## config.mk

```make
export PLATFORM = sky130hd
export DESIGN_NAME = ecpf_queue
export DESIGN_NICKNAME = d
export VERILOG_FILES = /design/src/hw/rtl/ecpf_pkg.sv /design/src/hw/rtl/ecpf_queue.sv
export SDC_FILE = /design/constraint.sdc
export NUM_CORES = 1
export LEC_CHECK = 0
export ABC_AREA = 1
export BUFFER_PORTS_ARGS = -buffer_cell sky130_fd_sc_hd__buf_2
export CAP_MARGIN = 20
export CORE_UTILIZATION = 57
export DETAILED_ROUTE_END_ITERATION = 12
export PLACE_DENSITY_LB_ADDON = 0.25
export SLEW_MARGIN = 20
export SYNTH_ARGS = -nofsm -noshare
export SYNTH_HDL_FRONTEND = slang
export SYNTH_SLANG_ARGS = --single-unit
export TNS_END_PERCENT = 100
```

## constraint.sdc

```tcl
create_clock -name aclk -period 5.7 [get_ports aclk]
set_input_delay 0.285 -clock aclk [delete_from_list [all_inputs] [get_ports aclk]]
set_output_delay 0.285 -clock aclk [all_outputs]
set_load 0.01 [all_outputs]
```

## src/hw/rtl/ecpf_pkg.sv

```systemverilog
// Shared types, constants and helper functions for the excluded-pair Coulomb core.
package ecpf_pkg;

    // Configuration register indexes
    localparam logic [1:0] REG_COULOMB   = 2'd0;
    localparam logic [1:0] REG_SF_ONE    = 2'd1;
    localparam logic [1:0] REG_SF_TWO    = 2'd2;
    localparam logic [1:0] REG_SF_THREE  = 2'd3;

    // Exclusion class codes
    localparam logic [1:0] CLASS_SKIP  = 2'd0;
    localparam logic [1:0] CLASS_ONE   = 2'd1;
    localparam logic [1:0] CLASS_TWO   = 2'd2;
    localparam logic [1:0] CLASS_THREE = 2'd3;

    // 1.0 in Q1.16 and 3.0 in Q2.30
    localparam logic [16:0] ONE_Q16    = 17'd65536;
    localparam logic [31:0] THREE_Q30  = 32'hC000_0000;

    localparam logic [63:0] SAT_POS = 64'h7FFF_FFFF_FFFF_FFFF;
    localparam logic [63:0] SAT_NEG = 64'h8000_0000_0000_0000;

    // Classified request as it sits in the queue
    typedef struct packed {
        logic             skip;
        logic             sneg;
        logic [2:0]       dn;
        logic [2:0][31:0] dm;
        logic [15:0]      qa_mag;
        logic [15:0]      qb_mag;
        logic [16:0]      fm;
    } q_entry_t;

    // Side data that rides along the reciprocal square root pipeline
    typedef struct packed {
        logic             skip;
        logic             zero;
        logic             sneg;
        logic [2:0]       dn;
        logic [2:0][31:0] dm;
        logic [79:0]      c;
        logic signed [4:0] h;
    } side_t;

    // Seed of 1/sqrt(m) for m in [1,4), indexed by m[31:28], Q0.16
    function automatic logic [15:0] seed_lut(input logic [3:0] idx);
        logic [15:0] s;
        unique case (idx)
            4'd0, 4'd1, 4'd2, 4'd3, 4'd4: s = 16'd61788;
            4'd5:  s = 16'd55889;
            4'd6:  s = 16'd51411;
            4'd7:  s = 16'd47861;
            4'd8:  s = 16'd44957;
            4'd9:  s = 16'd42525;
            4'd10: s = 16'd40450;
            4'd11: s = 16'd38651;
            4'd12: s = 16'd37073;
            4'd13: s = 16'd35673;
            4'd14: s = 16'd34421;
            4'd15: s = 16'd33292;
            default: s = 16'd33292;
        endcase
        return s;
    endfunction

    function automatic logic [31:0] mag32(input logic [31:0] v);
        return v[31] ? (~v + 32'd1) : v;
    endfunction

    function automatic logic [15:0] mag16(input logic [15:0] v);
        return v[15] ? (~v + 16'd1) : v;
    endfunction

    // Apply sign to a magnitude and clamp to signed 64 bits
    function automatic logic [63:0] sat64(input logic [127:0] mag, input logic neg);
        logic [63:0] r;
        if (neg) begin
            if ((|mag[127:64]) || (mag[63:0] > SAT_NEG)) r = SAT_NEG;
            else r = ~mag[63:0] + 64'd1;
        end else begin
            if (|mag[127:63]) r = SAT_POS;
            else r = mag[63:0];
        end
        return r;
    endfunction

endpackage

```

## src/hw/rtl/ecpf_queue.sv

```systemverilog
// Short queue between the front end and the arithmetic pipeline.
module ecpf_queue #(
    parameter int DEPTH = 4
) (
    input  logic               aclk,
    input  logic               aresetn,
    input  logic               push,
    input  ecpf_pkg::q_entry_t wr_entry,
    output logic               full,
    input  logic               pop,
    output ecpf_pkg::q_entry_t rd_entry,
    output logic               empty
);

    localparam int PTR_W = $clog2(DEPTH);
    localparam int CNT_W = $clog2(DEPTH + 1);

    ecpf_pkg::q_entry_t mem_reg [DEPTH];
    logic [PTR_W-1:0]   wr_ptr_reg;
    logic [PTR_W-1:0]   rd_ptr_reg;
    logic [CNT_W-1:0]   count_reg;
    logic [CNT_W-1:0]   count_next;

    // Storage
    always_ff @(posedge aclk) begin
        if (push) mem_reg[wr_ptr_reg] <= wr_entry;
    end

    always_comb begin
        count_next = count_reg;
        if (push && !pop) count_next = count_reg + CNT_W'(1);
        else if (!push && pop) count_next = count_reg - CNT_W'(1);
    end

    // Pointers and fill level
    always_ff @(posedge aclk) begin
        if (!aresetn) begin
            wr_ptr_reg <= '0;
            rd_ptr_reg <= '0;
            count_reg  <= '0;
        end else begin
            if (push) wr_ptr_reg <= (wr_ptr_reg == PTR_W'(DEPTH - 1)) ? '0 : wr_ptr_reg + 1'b1;
            if (pop)  rd_ptr_reg <= (rd_ptr_reg == PTR_W'(DEPTH - 1)) ? '0 : rd_ptr_reg + 1'b1;
            count_reg <= count_next;
        end
    end

    assign rd_entry = mem_reg[rd_ptr_reg];
    assign full     = count_reg == CNT_W'(DEPTH);
    assign empty    = count_reg == '0;

endmodule

```

==> results of run 1 <==
worst max-delay path by stage:
stage	slack, ns	to	from
floorplan	1.72	mem_reg[3][0]	wr_ptr_reg[0]
finish	1.86	rd_entry[79]	flop
global placement	2.68	rd_entry[60]	flop
detailed placement	2.63	rd_entry[60]	flop
CTS	1.97	rd_entry[79]	flop
global route	1.70	rd_entry[79]	flop
what timing repair did:
| item | CTS | global route |
|---|---|---|
| hold buffers | 152 | 0 |
| endpoints found under the hold margin | 609 | 0 |
| buffers inserted | 0 | 0 |
| setup endpoints to repair | 0 | 0 |
layer usage:
layer  track usage, %  wire length, um
met2             41.3            24700
met1             32.4            19900
met4             7.55             1180
met5                0                8
met3             5.88             4300
layout make-up:
cell class / count / area share [%]
Sequential cell: 609 / 65.6
Multi-Input combinational cell: 786 / 13.7
Timing Repair Buffer: 470 / 11.5
Clock buffer: 74 / 5.68
Tap cell: 518 / 2.34
Clock inverter: 35 / 0.753
Inverter: 16 / 0.325
Antenna cell: 6 / 0.0541
worst reg2reg max path: cells and delay by family, from the launching register on:
family | cells | cell delay [ns]
simple gates | 1 | 0.10
flops | 1 | 0.32
fa+ha+maj | 1 | 0.14
buf+inv | 3 | 1.48
placed cells by master, fill, tap and decap left out, drive strengths merged, types with 8 or more instances in the layout:
master and count:
nand2 8, dfxtp 9, dlygate4sd3 152, inv 16, buf 318, edfxtp 600, o21ai 303, clkinv 31
o22ai 150, nor2 308, clkbuf 74
metrics by stage:
step / cell area [um^2] / util [%] / worst slack, ns / std cells
after detailed placement: 24400 / 62.7 / 2.63 / 2246
after CTS: 27700 / 71.2 / 1.97 / 2507
after global placement: 24400 / 62.7 / 2.68 / 2246
final: 27700 / 71.3 / 1.86 / 2514
after global routing: 27700 / 71.3 / 1.70 / 2512
after floorplan: 22700 / - / 1.72 / 1509
cells in the mapped netlist:
master    count  share of area (%)
nand2_1       8               0.13
buf_4         1              0.033
nand4_1       1              0.028
inv_2         1              0.017
ha_1          6               0.33
edfxtp_1    600                 79
o21ai_1     150                3.3
nand3_1       1              0.022
fa_1          1              0.088
buf_6        24                1.2
a21oi_1       3              0.066
dfxtp_1       9               0.79
clkbuf_1     20               0.33
inv_1        14               0.23
o22ai_1     150                4.1
xor2_1        1              0.039
buf_2        53                1.2
nor3_1        4              0.088
inv_4         1              0.028
o21ai_0     153                3.4
nor2_1      308                5.1
logic make-up after synthesis:
logic type                 after synthesis  share of synthesized area, %
AOI/OAI and AO/OA                      456                          10.9
DFF                                    609                          80.3
buffers and inverters                  114                          3.00
xor gates and xnor gates                 1                        0.0386
adders and majority gates                7                         0.419
and+or+nand+nor                        322                          5.37
power by group:
group	internal (mW)	switching, mW	total (mW)
combinational	0.368	0.639	1.01
sequential	5.12	0.0691	5.19
clock	2.03	1.56	3.59
==> results.md, run 1 <==
* Outcome: finished, final reports clean
* Total grt overflow at 0
* Total chip power at 9.79 mW
* Register area at 0.0182 mm^2
* Hold WS at 0.0492 ns
* Leakage power at 9.74 nW
* Synth-to-layout area growth at 22.4%
* IO buf count at 305
* Synth Register Bits at 609
* Clk slew on worst S/H paths at 0.06 ns
* Worst-path fanout max at 128
* Tcrit/Tclk final at 67.3%
* Site Rows at 72
* Antenna Violating Nets Remaining at 0
* Post-synth cell types at 21
* CP Class: reg2out
* # clock sinks at 609
* Max-cap violations at 0
* Max reg flops at 600
* Setup crit start kind: flop
* Pwr dens at 353 mW/mm^2
* Min-delay src: push
* Final setup violation count at 0
* Final wirelength at 50,100 um
* Worst path max stage delay at 0.69 ns
* Largest net degree at the start of global routing at 221
* RSZ-0062 raised after global routing: no
* Final hold violations at 0
* TritonCTS clock tree: done
* Top Family by Delay on Critical Path: buffers and inverters
* Critical Path RT at 5.41 ns
* Number of global-route vias before repair at 14,200
* Filler cells at 2,454
* Gr usage total at 24.7%
* Die X at 201 um
* Mapped Cells at 1,509
* Via count at 14,300
* CTS-repair resized insts at 0
* Antenna violations before repair at 6
* Worst-margin pin slew at 1.27 ns
* Routed wire per std cell at 19.9 um
* DRC violations left at 0
* DIE AREA at 0.0406 mm^2
* Chip height at 201 um
* Endpoint of the worst hold path: wr_ptr_reg[1]
* Area of the multi-input gates at 0.00379 mm^2
* Maximum VDD drop at 0.296 mV
* R2R cell count at 5
* Reg2Reg Setup Slack at 3.25 ns
* Worst-Skew Late Latency at 0.59 ns
* Fmax at 261 MHz
* Min Clock Period, post-route at 3.84 ns
* Max-slew violation total from the final report at 0
* CTS max path bufs at 3
* DP HPWL at 25,200 um
* First-pass GRT wire length at 77,200 um
* Worst r2r dst: mem_reg[1][72]
* Worst clock skew at 0.0167 ns
* Register area share after synthesis at 80.3%
* Hold Crit Depth at 3
* Synthesized Nets at 1,670
* Starting Density at 58.2%
* Setup TNS at 0 ns
* DR iter-0 viols at 1,207
* Number of cells on the critical path at 6
* Bufs and invs on worst path at 4
* Area of the core at 0.0389 mm^2
* Worst setup EP type: primary output
* Clock root buffer: clkbuf_16
* NumNets Final at 2,103
* Slowest CP cell: buf_4
* Ports at 306
* Vias per cell at 5.70
* Max transition margin at 15.2%
* Synth Area per Inst at 15.0 um^2
* Share of cells above drive strength 1 at 20.2%
* Critical path arrival at 3.55 ns
* Syn. warnings at 0
* First drt pass iteration count at 6
* Routability Congestion at 0.746
* CP Cell Sequence: inv_8 > buf_16 > buf_4 > o21ai_1 > o22ai_1 > buf_2
* Worst hold-check path type: in2reg
* Num CTS Buffers at 59
* H-tree Lvls at 2
* Reg2reg start: wr_ptr_reg[1]
* Mapped Area at 0.0227 mm^2
No activity file was read; power rests on OpenSTA's default activity.
==> run 2, diff against run 1 <==
==> constraint.sdc (replaced) <==
create_clock -name aclk -period 4 [get_ports aclk]
set_input_delay 0.2 -clock aclk [delete_from_list [all_inputs] [get_ports aclk]]
set_output_delay 0.2 -clock aclk [all_outputs]
set_load 0.01 [all_outputs]
==> run 2 against run 1 <==
Net effect:
- clock-buffer cell count shrank 5
- sequential power grew 42%
- register-to-register slack lost 1.4 ns
- flip-flop and latch count is the same
- total power grew 47%
- final cell count grew 0.48%
- cell area grew 0.98%
- critical path depth shrank 1
- highest routed layer unchanged
- largest cell class unchanged
- hold slack gained 0.30 ns
- sequential share of layout area shrank 0.64 points
==> results.md, run 2 (synthesized netlist as in run 1, its figures left out) <==
* Outcome: finished, final reports clean
* DP Area at 0.0245 mm^2 (+0.55%)
* Via count at 14,400 (+0.57%)
* Placed cells at 2,259 (+0.58%)
* Routed wire per std cell at 20.1 um (+0.90%)
* Hold WS at 0.351 ns (+0.302 ns)
* Synth-to-layout area growth at 23.6%
* Final hold violations at 0 (unchanged)
* Non-Filler Instances at 2,526 (+0.48%)
* RSZ-0062 raised after global routing: no
* Fmax at 343 MHz
* CTS-repair resized insts at 0 (unchanged)
* Share of cells above drive strength 1 at 21.2% (+1.0 points)
* Clk slew on worst S/H paths at 0.06 ns (about the same)
* Dpl ws at 1.71 ns (-0.919 ns)
* # clock sinks at 609 (unchanged)
* Leakage power at 9.89 nW (+1.5%)
* Worst clock skew at 0.0126 ns (-0.00409 ns)
* Filler cells at 2,474 (+0.81%)
* Commonest non-fill, non-tap cells in the layout: edfxtp_1, nor2_1, buf_2
* Pwr dens at 513 mW/mm^2 (+45%)
* Number of global-route vias before repair at 14,400 (+1.3%)
* Most common cell after layout, fill and taps aside: edfxtp_1
* Area of the core at 0.0389 mm^2 (unchanged)
* Setup crit start kind: flop
* Chip height at 201 um (unchanged)
* Site Rows at 72 (unchanged)
* DRC violations left at 0 (unchanged)
* CTS max path bufs at 3 (unchanged)
* Min Clock Period, post-route at 2.92 ns
* Max-cap violations at 0 (unchanged)
* Worst setup EP type: primary output
* Critical Path RT at 3.80 ns (-1.61 ns)
* Die X at 201 um (unchanged)
* Worst-Skew Late Latency at 0.60 ns (about the same)
* Max-slew violation total from the final report at 0 (unchanged)
* Setup TNS at 0 ns (unchanged)
* Routability Congestion at 0.777 (+4.1%)
* Starting Density at 58.2% (unchanged)
* DIE AREA at 0.0406 mm^2 (unchanged)
* Largest net degree at the start of global routing at 171 (-23%)
* Final setup margin at 1.08 ns (-0.783 ns)
* TritonCTS clock tree: done
* Worst hold-check path type: in2reg
* Antenna Violating Nets Remaining at 0 (unchanged)
* Final setup violation count at 0 (unchanged)
* Max transition margin at 37.7% (+22 points)
* Post-layout instance area at 0.0280 mm^2 (+0.98%)
* IO buf count at 305 (unchanged)
* First-pass GRT wire length at 78,300 um (+1.4%)
* DP HPWL at 26,700 um (+6.0%)
* Critical path arrival at 2.72 ns (-0.83 ns)
* H-tree Lvls at 2 (unchanged)
* Maximum VDD drop at 0.498 mV (+68%)
* Vias per cell at 5.70 (about the same)
* Gr usage total at 25.0% (+0.23 points)
* Max reg flops at 600 (unchanged)
* Final wirelength at 50,800 um (+1.4%)
* First drt pass iteration count at 4 (-2)
* Worst-path fanout max at 137 (+7.0%)
* DR iter-0 viols at 1,178 (-2.4%)
* Clock root buffer: clkbuf_16
* Total grt overflow at 0 (unchanged)
* Tcrit/Tclk final at 73.0%
* NumNets Final at 2,114 (+0.52%)
* CP Class: reg2out
* Ports at 306 (unchanged)
* Worst-margin pin slew at 0.935 ns (-0.336 ns)
* Antenna violations before repair at 6 (unchanged)
* Num CTS Buffers at 57 (-3.4%)
==> run 2: cell count changes in the layout (fill, tap and decap cells not counted), moves of 3 or more <==
| cell | delta |
|---|---|
| clkinv_2 | +3 |
| buf_12 | +3 |
| clkbuf_1 | -3 |
| clkinv_1 | -10 |
| buf_4 | +10 |
| bufinv_16 | +7 |
==> run 2: repair_timing <==
action                     in CTS  in global routing
buffers inserted                0                  0
hold buffers                  153                  0
setup endpoints to repair       0                  0
hold endpoints to repair      609                  0
==> run 2: stage by stage <==
stage / utilization, % / power [mW]
floorplan: - / 8.29
global placement: 63.0 / 8.80
detailed placement: 63.0 / 8.84
CTS: 71.9 / 14.4
global route: 72.0 / 14.8
finish: 72.0 / 14.4
==> run 2: final timing paths <==
| path | to | slack (ns) | depth (start not counted) | start |
|---|---|---|---|---|
| worst max-delay path | rd_entry[85] | 1.08 | 5 | flop |
| worst min-delay path | mem_reg[1][149] | 0.35 | 2 | wr_entry[149] |
| worst max register to register | mem_reg[2][39] | 1.81 | 5 | wr_ptr_reg[0] |
| worst min register to register | wr_ptr_reg[1] | 0.54 | 2 | wr_ptr_reg[1] |
==> run 2: cell type report <==
type / count / area [um^2] / area share [%]
clock inverters: 38 / 422 / 1.51
well taps: 518 / 648 / 2.31
diodes: 7 / 17.5 / 0.0625
clock buffers: 69 / 1510 / 5.41
repair buffers: 483 / 3320 / 11.9
inverters: 16 / 90.1 / 0.322
multi-input cells: 786 / 3790 / 13.5
flip-flops and latches: 609 / 18200 / 65.0
==> run 2: where the power goes <==
group / total, mW / switching [mW] / internal (mW)
Sequential: 7.38 / 0.0782 / 7.30
Combinational: 1.47 / 0.939 / 0.534
Clock: 5.52 / 2.25 / 3.27
==> run 2: routing by layer <==
metal	global-route usage (%)	wire length, um	up-vias
li1	-	-	6629
met1	32.7	20300	7119
met2	41.7	25200	565
met3	5.10	4110	87
met4	9.15	1110	2
met5	0	13	-
==> run 2: critical path, cell delays in order, from the launching register on <==
cell     delay, ns
dfxtp_4       0.46
inv_8         0.64
buf_4         0.46
nor2_1        0.08
o22ai_1       0.25
buf_2         0.18
