### config.mk
export PLATFORM = sky130hd
export DESIGN_NAME = ecpf_front
export DESIGN_NICKNAME = d
export VERILOG_FILES = /design/src/hw/rtl/ecpf_pkg.sv /design/src/hw/rtl/ecpf_front.sv
export SDC_FILE = /design/constraint.sdc
export NUM_CORES = 1
export LEC_CHECK = 0
export BUFFER_PORTS_ARGS = -buffer_cell sky130_fd_sc_hd__buf_2
export CAP_MARGIN = 20
export CORE_AREA = 2 2 137 139
export CTS_CLUSTER_SIZE = 24
export DETAILED_ROUTE_END_ITERATION = 10
export DIE_AREA = 0 0 139 141
export GPL_TIMING_DRIVEN = 0
export PLACE_DENSITY = 0.66
export RECOVER_POWER = 50
export SETUP_SLACK_MARGIN = 0.2
export SYNTH_ARGS = -nofsm -noshare
export SYNTH_HDL_FRONTEND = slang
export SYNTH_SLANG_ARGS = --single-unit
### constraint.sdc
create_clock -name aclk -period 9.69 [get_ports aclk]
set_input_delay 2.907 -clock aclk [delete_from_list [all_inputs] [get_ports aclk]]
set_output_delay 2.907 -clock aclk [all_outputs]
set_load 0.05 [all_outputs]
### src/hw/rtl/ecpf_pkg.sv
// Shared types, constants and helper functions for the excluded-pair Coulomb core.
package ecpf_pkg;

    // Configuration register indexes
    localparam logic [1:0] REG_COULOMB   = 2'd0;
    localparam logic [1:0] REG_SF_ONE    = 2'd1;
    localparam logic [1:0] REG_SF_TWO    = 2'd2;
    localparam logic [1:0] REG_SF_THREE  = 2'd3;

    // Exclusion class codes
    localparam logic [1:0] CLASS_SKIP  = 2'd0;
    localparam logic [1:0] CLASS_ONE   = 2'd1;
    localparam logic [1:0] CLASS_TWO   = 2'd2;
    localparam logic [1:0] CLASS_THREE = 2'd3;

    // 1.0 in Q1.16 and 3.0 in Q2.30
    localparam logic [16:0] ONE_Q16    = 17'd65536;
    localparam logic [31:0] THREE_Q30  = 32'hC000_0000;

    localparam logic [63:0] SAT_POS = 64'h7FFF_FFFF_FFFF_FFFF;
    localparam logic [63:0] SAT_NEG = 64'h8000_0000_0000_0000;

    // Classified request as it sits in the queue
    typedef struct packed {
        logic             skip;
        logic             sneg;
        logic [2:0]       dn;
        logic [2:0][31:0] dm;
        logic [15:0]      qa_mag;
        logic [15:0]      qb_mag;
        logic [16:0]      fm;
    } q_entry_t;

    // Side data that rides along the reciprocal square root pipeline
    typedef struct packed {
        logic             skip;
        logic             zero;
        logic             sneg;
        logic [2:0]       dn;
        logic [2:0][31:0] dm;
        logic [79:0]      c;
        logic signed [4:0] h;
    } side_t;

    // Seed of 1/sqrt(m) for m in [1,4), indexed by m[31:28], Q0.16
    function automatic logic [15:0] seed_lut(input logic [3:0] idx);
        logic [15:0] s;
        unique case (idx)
            4'd0, 4'd1, 4'd2, 4'd3, 4'd4: s = 16'd61788;
            4'd5:  s = 16'd55889;
            4'd6:  s = 16'd51411;
            4'd7:  s = 16'd47861;
            4'd8:  s = 16'd44957;
            4'd9:  s = 16'd42525;
            4'd10: s = 16'd40450;
            4'd11: s = 16'd38651;
            4'd12: s = 16'd37073;
            4'd13: s = 16'd35673;
            4'd14: s = 16'd34421;
            4'd15: s = 16'd33292;
            default: s = 16'd33292;
        endcase
        return s;
    endfunction

    function automatic logic [31:0] mag32(input logic [31:0] v);
        return v[31] ? (~v + 32'd1) : v;
    endfunction

    function automatic logic [15:0] mag16(input logic [15:0] v);
        return v[15] ? (~v + 16'd1) : v;
    endfunction

    // Apply sign to a magnitude and clamp to signed 64 bits
    function automatic logic [63:0] sat64(input logic [127:0] mag, input logic neg);
        logic [63:0] r;
        if (neg) begin
            if ((|mag[127:64]) || (mag[63:0] > SAT_NEG)) r = SAT_NEG;
            else r = ~mag[63:0] + 64'd1;
        end else begin
            if (|mag[127:63]) r = SAT_POS;
            else r = mag[63:0];
        end
        return r;
    endfunction

endpackage

### src/hw/rtl/ecpf_front.sv
// Front end: configuration registers, request acceptance and classification.
module ecpf_front (
    input  logic                   aclk,
    input  logic                   aresetn,
    input  logic                   s_valid,
    output logic                   s_ready,
    input  logic signed [31:0]     s_disp_x,
    input  logic signed [31:0]     s_disp_y,
    input  logic signed [31:0]     s_disp_z,
    input  logic signed [15:0]     s_charge_a,
    input  logic signed [15:0]     s_charge_b,
    input  logic [1:0]             s_special_class,
    input  logic                   cfg_valid,
    output logic                   cfg_ready,
    input  logic [1:0]             cfg_index,
    input  logic [31:0]            cfg_data,
    input  logic                   q_full,
    output logic                   q_push,
    output ecpf_pkg::q_entry_t     q_entry,
    output logic [31:0]            coulomb_const
);

    logic [31:0] coulomb_const_reg;
    logic [16:0] sf_one_reg;
    logic [16:0] sf_two_reg;
    logic [16:0] sf_three_reg;
    logic [16:0] sf;
    logic        fneg;

    // Register writes
    always_ff @(posedge aclk) begin
        if (!aresetn) begin
            coulomb_const_reg <= '0;
            sf_one_reg        <= '0;
            sf_two_reg        <= '0;
            sf_three_reg      <= '0;
        end else if (cfg_valid) begin
            unique case (cfg_index)
                ecpf_pkg::REG_COULOMB:  coulomb_const_reg <= cfg_data;
                ecpf_pkg::REG_SF_ONE:   sf_one_reg        <= cfg_data[16:0];
                ecpf_pkg::REG_SF_TWO:   sf_two_reg        <= cfg_data[16:0];
                ecpf_pkg::REG_SF_THREE: sf_three_reg      <= cfg_data[16:0];
            endcase
        end
    end

    assign cfg_ready     = 1'b1;
    assign coulomb_const = coulomb_const_reg;

    // Classify: magnitudes, signs, factor
    always_comb begin
        unique case (s_special_class)
            ecpf_pkg::CLASS_SKIP:  sf = '0;
            ecpf_pkg::CLASS_ONE:   sf = sf_one_reg;
            ecpf_pkg::CLASS_TWO:   sf = sf_two_reg;
            ecpf_pkg::CLASS_THREE: sf = sf_three_reg;
        endcase
        fneg = sf < ecpf_pkg::ONE_Q16;
        q_entry.skip   = s_special_class == ecpf_pkg::CLASS_SKIP;
        q_entry.fm     = fneg ? (ecpf_pkg::ONE_Q16 - sf) : (sf - ecpf_pkg::ONE_Q16);
        q_entry.sneg   = fneg ^ s_charge_a[15] ^ s_charge_b[15];
        q_entry.dn     = {s_disp_z[31], s_disp_y[31], s_disp_x[31]};
        q_entry.dm[0]  = ecpf_pkg::mag32(s_disp_x);
        q_entry.dm[1]  = ecpf_pkg::mag32(s_disp_y);
        q_entry.dm[2]  = ecpf_pkg::mag32(s_disp_z);
        q_entry.qa_mag = ecpf_pkg::mag16(s_charge_a);
        q_entry.qb_mag = ecpf_pkg::mag16(s_charge_b);
    end

    assign s_ready = !q_full;
    assign q_push  = s_valid && !q_full;

endmodule

==> results_dict.tcl, run 1 <==
set metrics [dict create \
    synth_top_cell_by_area "sky130_fd_sc_hd__dfxtp_1" \
    io_pins 354 \
    globalRoute.totalOverflow 0 \
    timing.final.crit_share_pct 91.56 \
    critical_path_peak_fanout 10 \
    post-route-drc-count 0 \
    slew_headroom_pct 48.18 \
    comb_power_share_pct 44.2 \
    p_total_mw 1.307 \
    cts_buffers 9 \
    yosys_warnings 0 \
    full_die_area_um2 19600 \
    drt-total-wl_um 24120 \
    worst-setup-path-type "input port to output pin" \
    post-synth-top-area-fraction_pct 25.70 \
    ys_top_cells_by_count "211 x sky130_fd_sc_hd__nand2_1, 119 x sky130_fd_sc_hd__xnor2_1, 84 x sky130_fd_sc_hd__a21boi_0, 83 x sky130_fd_sc_hd__dfxtp_1, 43 x sky130_fd_sc_hd__o21ai_0" \
    worst_hold_path_stage_count 2 \
    hp-start "sf_two_reg[8]" \
    postSynthNetCount 1026 \
    post_synth_num_cell_types 50 \
    initial_core_util_pct 35.40 \
    layout.cell_area.non_filler_um2 8763 \
    syn_area_per_cell_um2 7.598 \
    cts_tree "yes" \
    yosysSeqAreaShare_pct 25.70 \
    grt_setup_unrepaired "false" \
    drtAntennaViolNets 0 \
    synthArstFlopShare_pct 0 \
    fin_setup_tns_ns 0 \
    clk_root_buffer_cell "sky130_fd_sc_hd__clkbuf_16" \
    cts-root-to-sink-buffers 2 \
    gpl.final_weighted_congestion 0.9876 \
    syn_inst 851 \
    timing.rr.start "sf_one_reg[16]" \
    post_cts_resized 0 \
    setup-violations-final 0 \
    switching_share_pct 43.52 \
    crit_path_max_incr_delay_ns 0.52 \
    clk_transition_reported_paths_ns 0.06 \
    layout-drive-gt1-share_pct 29.43 \
    core_area_um2 18270 \
    hpwl_um 20110 \
    number_of_global_route_vias_before_repair 6930 \
    synth_area_um2 6466 \
    post-synth-top-count-cell "sky130_fd_sc_hd__nand2_1" \
    reg2reg_slack_ns 9.01 \
    portion_of_total_power_attributed_to_sequential_cells_pct 27.4 \
    viasPerCell 5.077 \
    chipHeight_um 141 \
    synth-edff-count 0 \
    slew_violations 0 \
    worstPathArrival_ns 5.97 \
    global_route.usage.total_pct 23.49 \
    grt_pass1_wl_um 37340 \
    ir_drop_v 0.0001433 \
    p_int_mw 0.7384 \
    overall_die_width_um 139 \
    final.fill_count 1917 \
    clock_latency_ns 0.34 \
    postSynthRegisterBits 83 \
    fin_worst_skew_ns 0 \
    holdPathEnd "sf_two_reg[8]" \
    hold_viol 0 \
    path_cells "buf_2 > buf_1 > mux2_2 > a22oi_1 > ha_1 > nand3_1 > o41ai_1 > xnor2_1 > buf_2" \
    nNetsFinal 1383 \
    period_needed_ns 8.872 \
    timing.max_cap.violations 0 \
    detail_route.iter0.violations 360 \
    run_status "finished clean" \
    detail_route.first_pass.iterations 5 \
    placement_rows 50 \
    number_of_hold_repair_buffers_added_at_the_cts_stage 0 \
    layout.area.seq_um2 1662 \
    reg2regPathDepth 2 \
    cp_common_cell "sky130_fd_sc_hd__buf_2" \
    cts.repair_timing.setup_buffer_count 0 \
    multi_input_area_um2 4477 \
    dr_total_vias 7362 \
    largest_register_ff_count 32 \
    endpoint_kind "output pin" \
    cts-htree-levels 3 \
    max_freq_ghz 0.1127 \
    min-delay-path-class "register to register" \
    clock-sinks 83 \
    wl_per_cell_um 16.64 \
    power.clock.fraction_pct 28.4 \
    post_synth_main_area_contributors "sky130_fd_sc_hd__dfxtp_1 26%, sky130_fd_sc_hd__xnor2_1 16%, sky130_fd_sc_hd__nand2_1 12%, sky130_fd_sc_hd__a21boi_0 9.8%, sky130_fd_sc_hd__o31ai_1 3.9%" \
    worst_r2r_endpoint "sf_one_reg[16]" \
    grt_antenna_before_repair 2 \
    synth-main-ff-cell "sky130_fd_sc_hd__dfxtp_1" \
    critical_path.slowest_cell "sky130_fd_sc_hd__buf_1" \
    worst-endpoint-required_ns 6.78 \
    total_switching_power_mw 0.5690 \
    cellLeakagePower_nw 3.516 \
    number_of_port_buffers 346 \
    tightest_slew_ns 0.7756 \
    area.growth.synth_to_final_pct 35.53 \
    critPathLaunchType "input port" \
    pin_count_of_the_biggest_net_entering_global_routing 14 \
    p_per_area_nw_per_um2 149.2 \
    placed_cell_areas_um2 8491 \
]
[critical path: cells and delay by family]
family	cells	cell delay (ns)
xor+xnor	1	0.17
simple gates	1	0.20
buf+inv	3	1.07
compound gates	2	0.89
fa+ha+maj	1	0.32
mux	1	0.41
[cells in the final DEF, fill, tap and decap left out, types with 4 or more instances in the layout]
cell type | netlist | layout
sky130_fd_sc_hd__inv_1 | 17 | 17
sky130_fd_sc_hd__nor4_1 | 13 | 13
sky130_fd_sc_hd__a22o_1 | 6 | 6
sky130_fd_sc_hd__nand4_1 | 5 | 5
sky130_fd_sc_hd__dfxtp_1 | 83 | 83
sky130_fd_sc_hd__clkbuf_1 | 42 | 92
sky130_fd_sc_hd__a21boi_0 | 84 | 84
sky130_fd_sc_hd__buf_1 | 5 | 5
sky130_fd_sc_hd__nand2b_1 | 7 | 7
sky130_fd_sc_hd__nand2_1 | 211 | 211
sky130_fd_sc_hd__or3b_1 | 4 | 4
sky130_fd_sc_hd__mux2_2 | 17 | 17
sky130_fd_sc_hd__buf_4 | 9 | 9
sky130_fd_sc_hd__o31ai_1 | 34 | 34
sky130_fd_sc_hd__nor3_1 | 6 | 6
sky130_fd_sc_hd__xnor2_1 | 119 | 119
sky130_fd_sc_hd__or4_1 | 18 | 18
sky130_fd_sc_hd__o21ai_0 | 43 | 43
sky130_fd_sc_hd__clkbuf_16 | 0 | 9
sky130_fd_sc_hd__ha_1 | 6 | 6
sky130_fd_sc_hd__or3_1 | 10 | 10
sky130_fd_sc_hd__nor2_1 | 15 | 15
sky130_fd_sc_hd__buf_2 | 4 | 300
sky130_fd_sc_hd__xor2_1 | 8 | 8
sky130_fd_sc_hd__a22oi_1 | 17 | 17
sky130_fd_sc_hd__nand3_1 | 11 | 11
sky130_fd_sc_hd__o41ai_1 | 16 | 16
[layout make-up]
type,count,share of cell area [%]
tap,234,3.341
clock inverter,5,0.8567
sequential,83,18.96
clock buffer,11,2.884
buffer,60,3.013
antenna,3,0.08567
multi-input combinational,691,51.09
inverter,17,0.7282
timing repair buffer,346,19.05
[per-layer routing]
layer  global-route usage, %  part of all wire [%]
met5                       0                     0
met4                   7.124                   2.6
met3                   5.639                   7.4
met2                   40.24                    47
met1                   29.35                    43
[worst max path at each step]
stage / depth (start not counted) / slack, ns / to / startpoint
after global placement: 9 / 0.80 / q_entry[12] / s_special_class[0]
after floorplan: 7 / 0.78 / q_entry[16] / s_special_class[0]
after CTS: 9 / 0.84 / q_entry[12] / s_special_class[0]
final: 9 / 0.82 / q_entry[12] / s_special_class[0]
after detailed placement: 9 / 0.84 / q_entry[12] / s_special_class[0]
after global routing: 9 / 0.50 / q_entry[12] / s_special_class[0]
[power by group through the flow]
| stage | registers (mW) | clock network, mW | logic [mW] |
|---|---|---|---|
| floorplan | 0.380 | 0 | 0.393 |
| global placement | 0.365 | 0 | 0.579 |
| detailed placement | 0.366 | 0 | 0.581 |
| CTS | 0.358 | 0.378 | 0.582 |
| global route | 0.359 | 0.391 | 0.609 |
| finish | 0.358 | 0.371 | 0.578 |
[per-stage QoR]
| step | setup slack [ns] | hold WS [ns] | std cells | utilization, % |
|---|---|---|---|---|
| 6_report | 0.8176 | 0.4618 | 1450 | 47.97 |
| 4_1_cts | 0.8375 | 0.4646 | 1447 | 48.27 |
| 3_5_place_dp | 0.8382 | 0.4551 | 1431 | 46.48 |
| 3_3_place_gp | 0.7960 | 0.4459 | 1431 | 46.48 |
| 2_1_floorplan | 0.7796 | 0.4400 | 851 | - |
| 5_1_grt | 0.5027 | 0.4843 | 1448 | 47.95 |
[cells by family after synthesis]
kind of cell    Yosys count  share of synthesized area [%]
flops                    83                          25.70
simple gates            322                          23.26
buf+inv                  77                          5.070
mux                      17                          2.960
other cells               1                        0.05799
xor+xnor                127                          17.20
compound gates          218                          24.59
fa+ha+maj                 6                          1.161
Power figures use the tool's default switching activity.
==> run 2, diff against run 1 <==
- PLACE_DENSITY: 0.66 -> 0.69
- SETUP_SLACK_MARGIN: 0.2 -> 0.3
- clock period: 9.69 -> 7.4 ns (I/O delays scaled with it)
==> results_dict.tcl, run 2 (same netlist as run 1, synthesis figures left out) <==
set metrics [dict create \
    endpoint_kind "output pin" \
    p_per_area_nw_per_um2 194.6 \
    cts-htree-levels 3 \
    clk_root_buffer_cell "sky130_fd_sc_hd__clkbuf_16" \
    grt_setup_unrepaired "false" \
    globalRoute.totalOverflow 0 \
    pin_count_of_the_biggest_net_entering_global_routing 14 \
    timing.max_cap.violations 0 \
    grt_antenna_before_repair 0 \
    viasPerCell 5.105 \
    grt_pass1_wl_um 36940 \
    hold_slack_ns 0.4601 \
    number_of_global_route_vias_before_repair 6910 \
    nNetsFinal 1385 \
    slew_violations 0 \
    crit_path_max_incr_delay_ns 0.41 \
    clock-sinks 83 \
    final.fill_count 1862 \
    dr_total_vias 7397 \
    clk_transition_reported_paths_ns 0.06 \
    p_total_mw 1.716 \
    chipHeight_um 141 \
    area.growth.synth_to_final_pct 36.40 \
    post-route-drc-count 0 \
    final_cells 1449 \
    timing.final.crit_share_pct 93.79 \
    setup-violations-final 0 \
    cp_common_cell "sky130_fd_sc_hd__buf_2" \
    gpl.final_weighted_congestion 1.006 \
    drt-total-wl_um 23790 \
    largest_register_ff_count 32 \
    min-delay-path-class "register to register" \
    full_die_area_um2 19600 \
    slew_headroom_pct 56.70 \
    worst-setup-path-type "input port to output pin" \
    placement_rows 50 \
    cts_tree "yes" \
    global_route.usage.total_pct 22.92 \
    hpwl_um 20020 \
    fin_setup_tns_ns 0 \
    worstPathArrival_ns 4.72 \
    detail_route.iter0.violations 397 \
    worst_hold_path_stage_count 2 \
    cellLeakagePower_nw 3.537 \
    critical_path_peak_fanout 10 \
    timing.rr.start "sf_one_reg[12]" \
    run_status "finished clean" \
    critPathLaunchType "input port" \
    io_pins 354 \
    layout-drive-gt1-share_pct 30.21 \
    path_cells "buf_2 > clkbuf_4 > mux2_2 > a22oi_1 > nand3_1 > o41ai_1 > xnor2_1 > buf_2" \
    overall_die_width_um 139 \
    diodes 0 \
    cts-root-to-sink-buffers 2 \
    critical_path.slowest_cell "sky130_fd_sc_hd__a22oi_1" \
    clock_latency_ns 0.33 \
    most_frequent_cells_in_the_layout "299 x sky130_fd_sc_hd__buf_2, 211 x sky130_fd_sc_hd__nand2_1, 119 x sky130_fd_sc_hd__xnor2_1" \
    mostFrequentLayoutCell "sky130_fd_sc_hd__buf_2" \
    core_area_um2 18270 \
    cts_buffers 9 \
    reg2regPathDepth 2 \
    worst-endpoint-required_ns 5.18 \
    initial_core_util_pct 35.40 \
    place.detailed.instances 1431 \
    hp-start "sf_two_reg[10]" \
    tightest_slew_ns 0.6524 \
    crit_start "s_special_class[0]" \
    drtAntennaViolNets 0 \
    detail_route.first_pass.iterations 4 \
    number_of_port_buffers 346 \
    period_needed_ns 6.941 \
    hold_viol 0 \
    fin_worst_skew_ns 0 \
    ir_drop_v 0.0001804 \
    wl_per_cell_um 16.42 \
    max_freq_ghz 0.1441 \
]
[run 2: changes by cell type in the layout (fill, tap and decap cells not counted), sizes merged]
cell    before  now
diode        3    0
clkbuf     103  105
[run 2: worst max-delay path: cells and delay by family]
kind,cells,cell delay [ns]
XOR/XNOR,1,0.17
multiplexers,1,0.36
AND/OR/NAND/NOR,1,0.32
buffers and inverters,3,0.83
AO/OA/AOI/OAI,2,0.80
[run 2: cell type report]
class	instances	area, um2	area share, %
well taps	234	292.8	3.320
clock inverters	5	75.07	0.8512
plain buffers	60	267.8	3.036
inverters	17	63.81	0.7235
repair buffers	348	1687	19.12
multi-input cells	691	4519	51.24
flip-flops and latches	83	1662	18.84
clock buffers	11	252.7	2.866
[run 2: path summary, 6_finish.rpt]
path | endpoint | slack (ns)
hold / removal | sf_two_reg[10] | 0.46
setup reg to reg | sf_one_reg[12] | 6.73
hold reg to reg | sf_two_reg[10] | 0.46
setup / recovery | q_entry[12] | 0.46
[run 2: repair_timing]
action,in CTS,in global routing
gates resized for setup,4,2
pin swaps,0,2
endpoints found under the setup margin,8,4
endpoints found under the hold margin,0,0
setup buffers,0,2
hold buffers,0,0
[run 2: metrics by stage]
step | cell area (um2) | utilization [%] | setup slack [ns]
6_report | 8820 | 48.28 | 0.4594
5_1_grt | 8820 | 48.28 | 0.3041
4_1_cts | 8862 | 48.51 | 0.3685
3_5_place_dp | 8516 | 46.62 | -0.1167
3_3_place_gp | 8516 | 46.62 | -0.1331
2_1_floorplan | 6491 | - | 0.3296
[run 2: layer usage]
| metal | vias up | wire length [um] | global-route usage (%) |
|---|---|---|---|
| met5 | - | 0 | 0 |
| met3 | 17 | 1530 | 4.789 |
| met4 | 0 | 217 | 4.094 |
| met1 | 3417 | 10190 | 28.99 |
| met2 | 261 | 11860 | 40.76 |
| li1 | 3702 | - | - |
[run 2: report_power, final]
part,switching (mW),internal [mW],leakage (nW)
Clock,0.176,0.312,0.165
Combinational,0.563,0.197,2.70
Sequential,0.00761,0.462,0.674
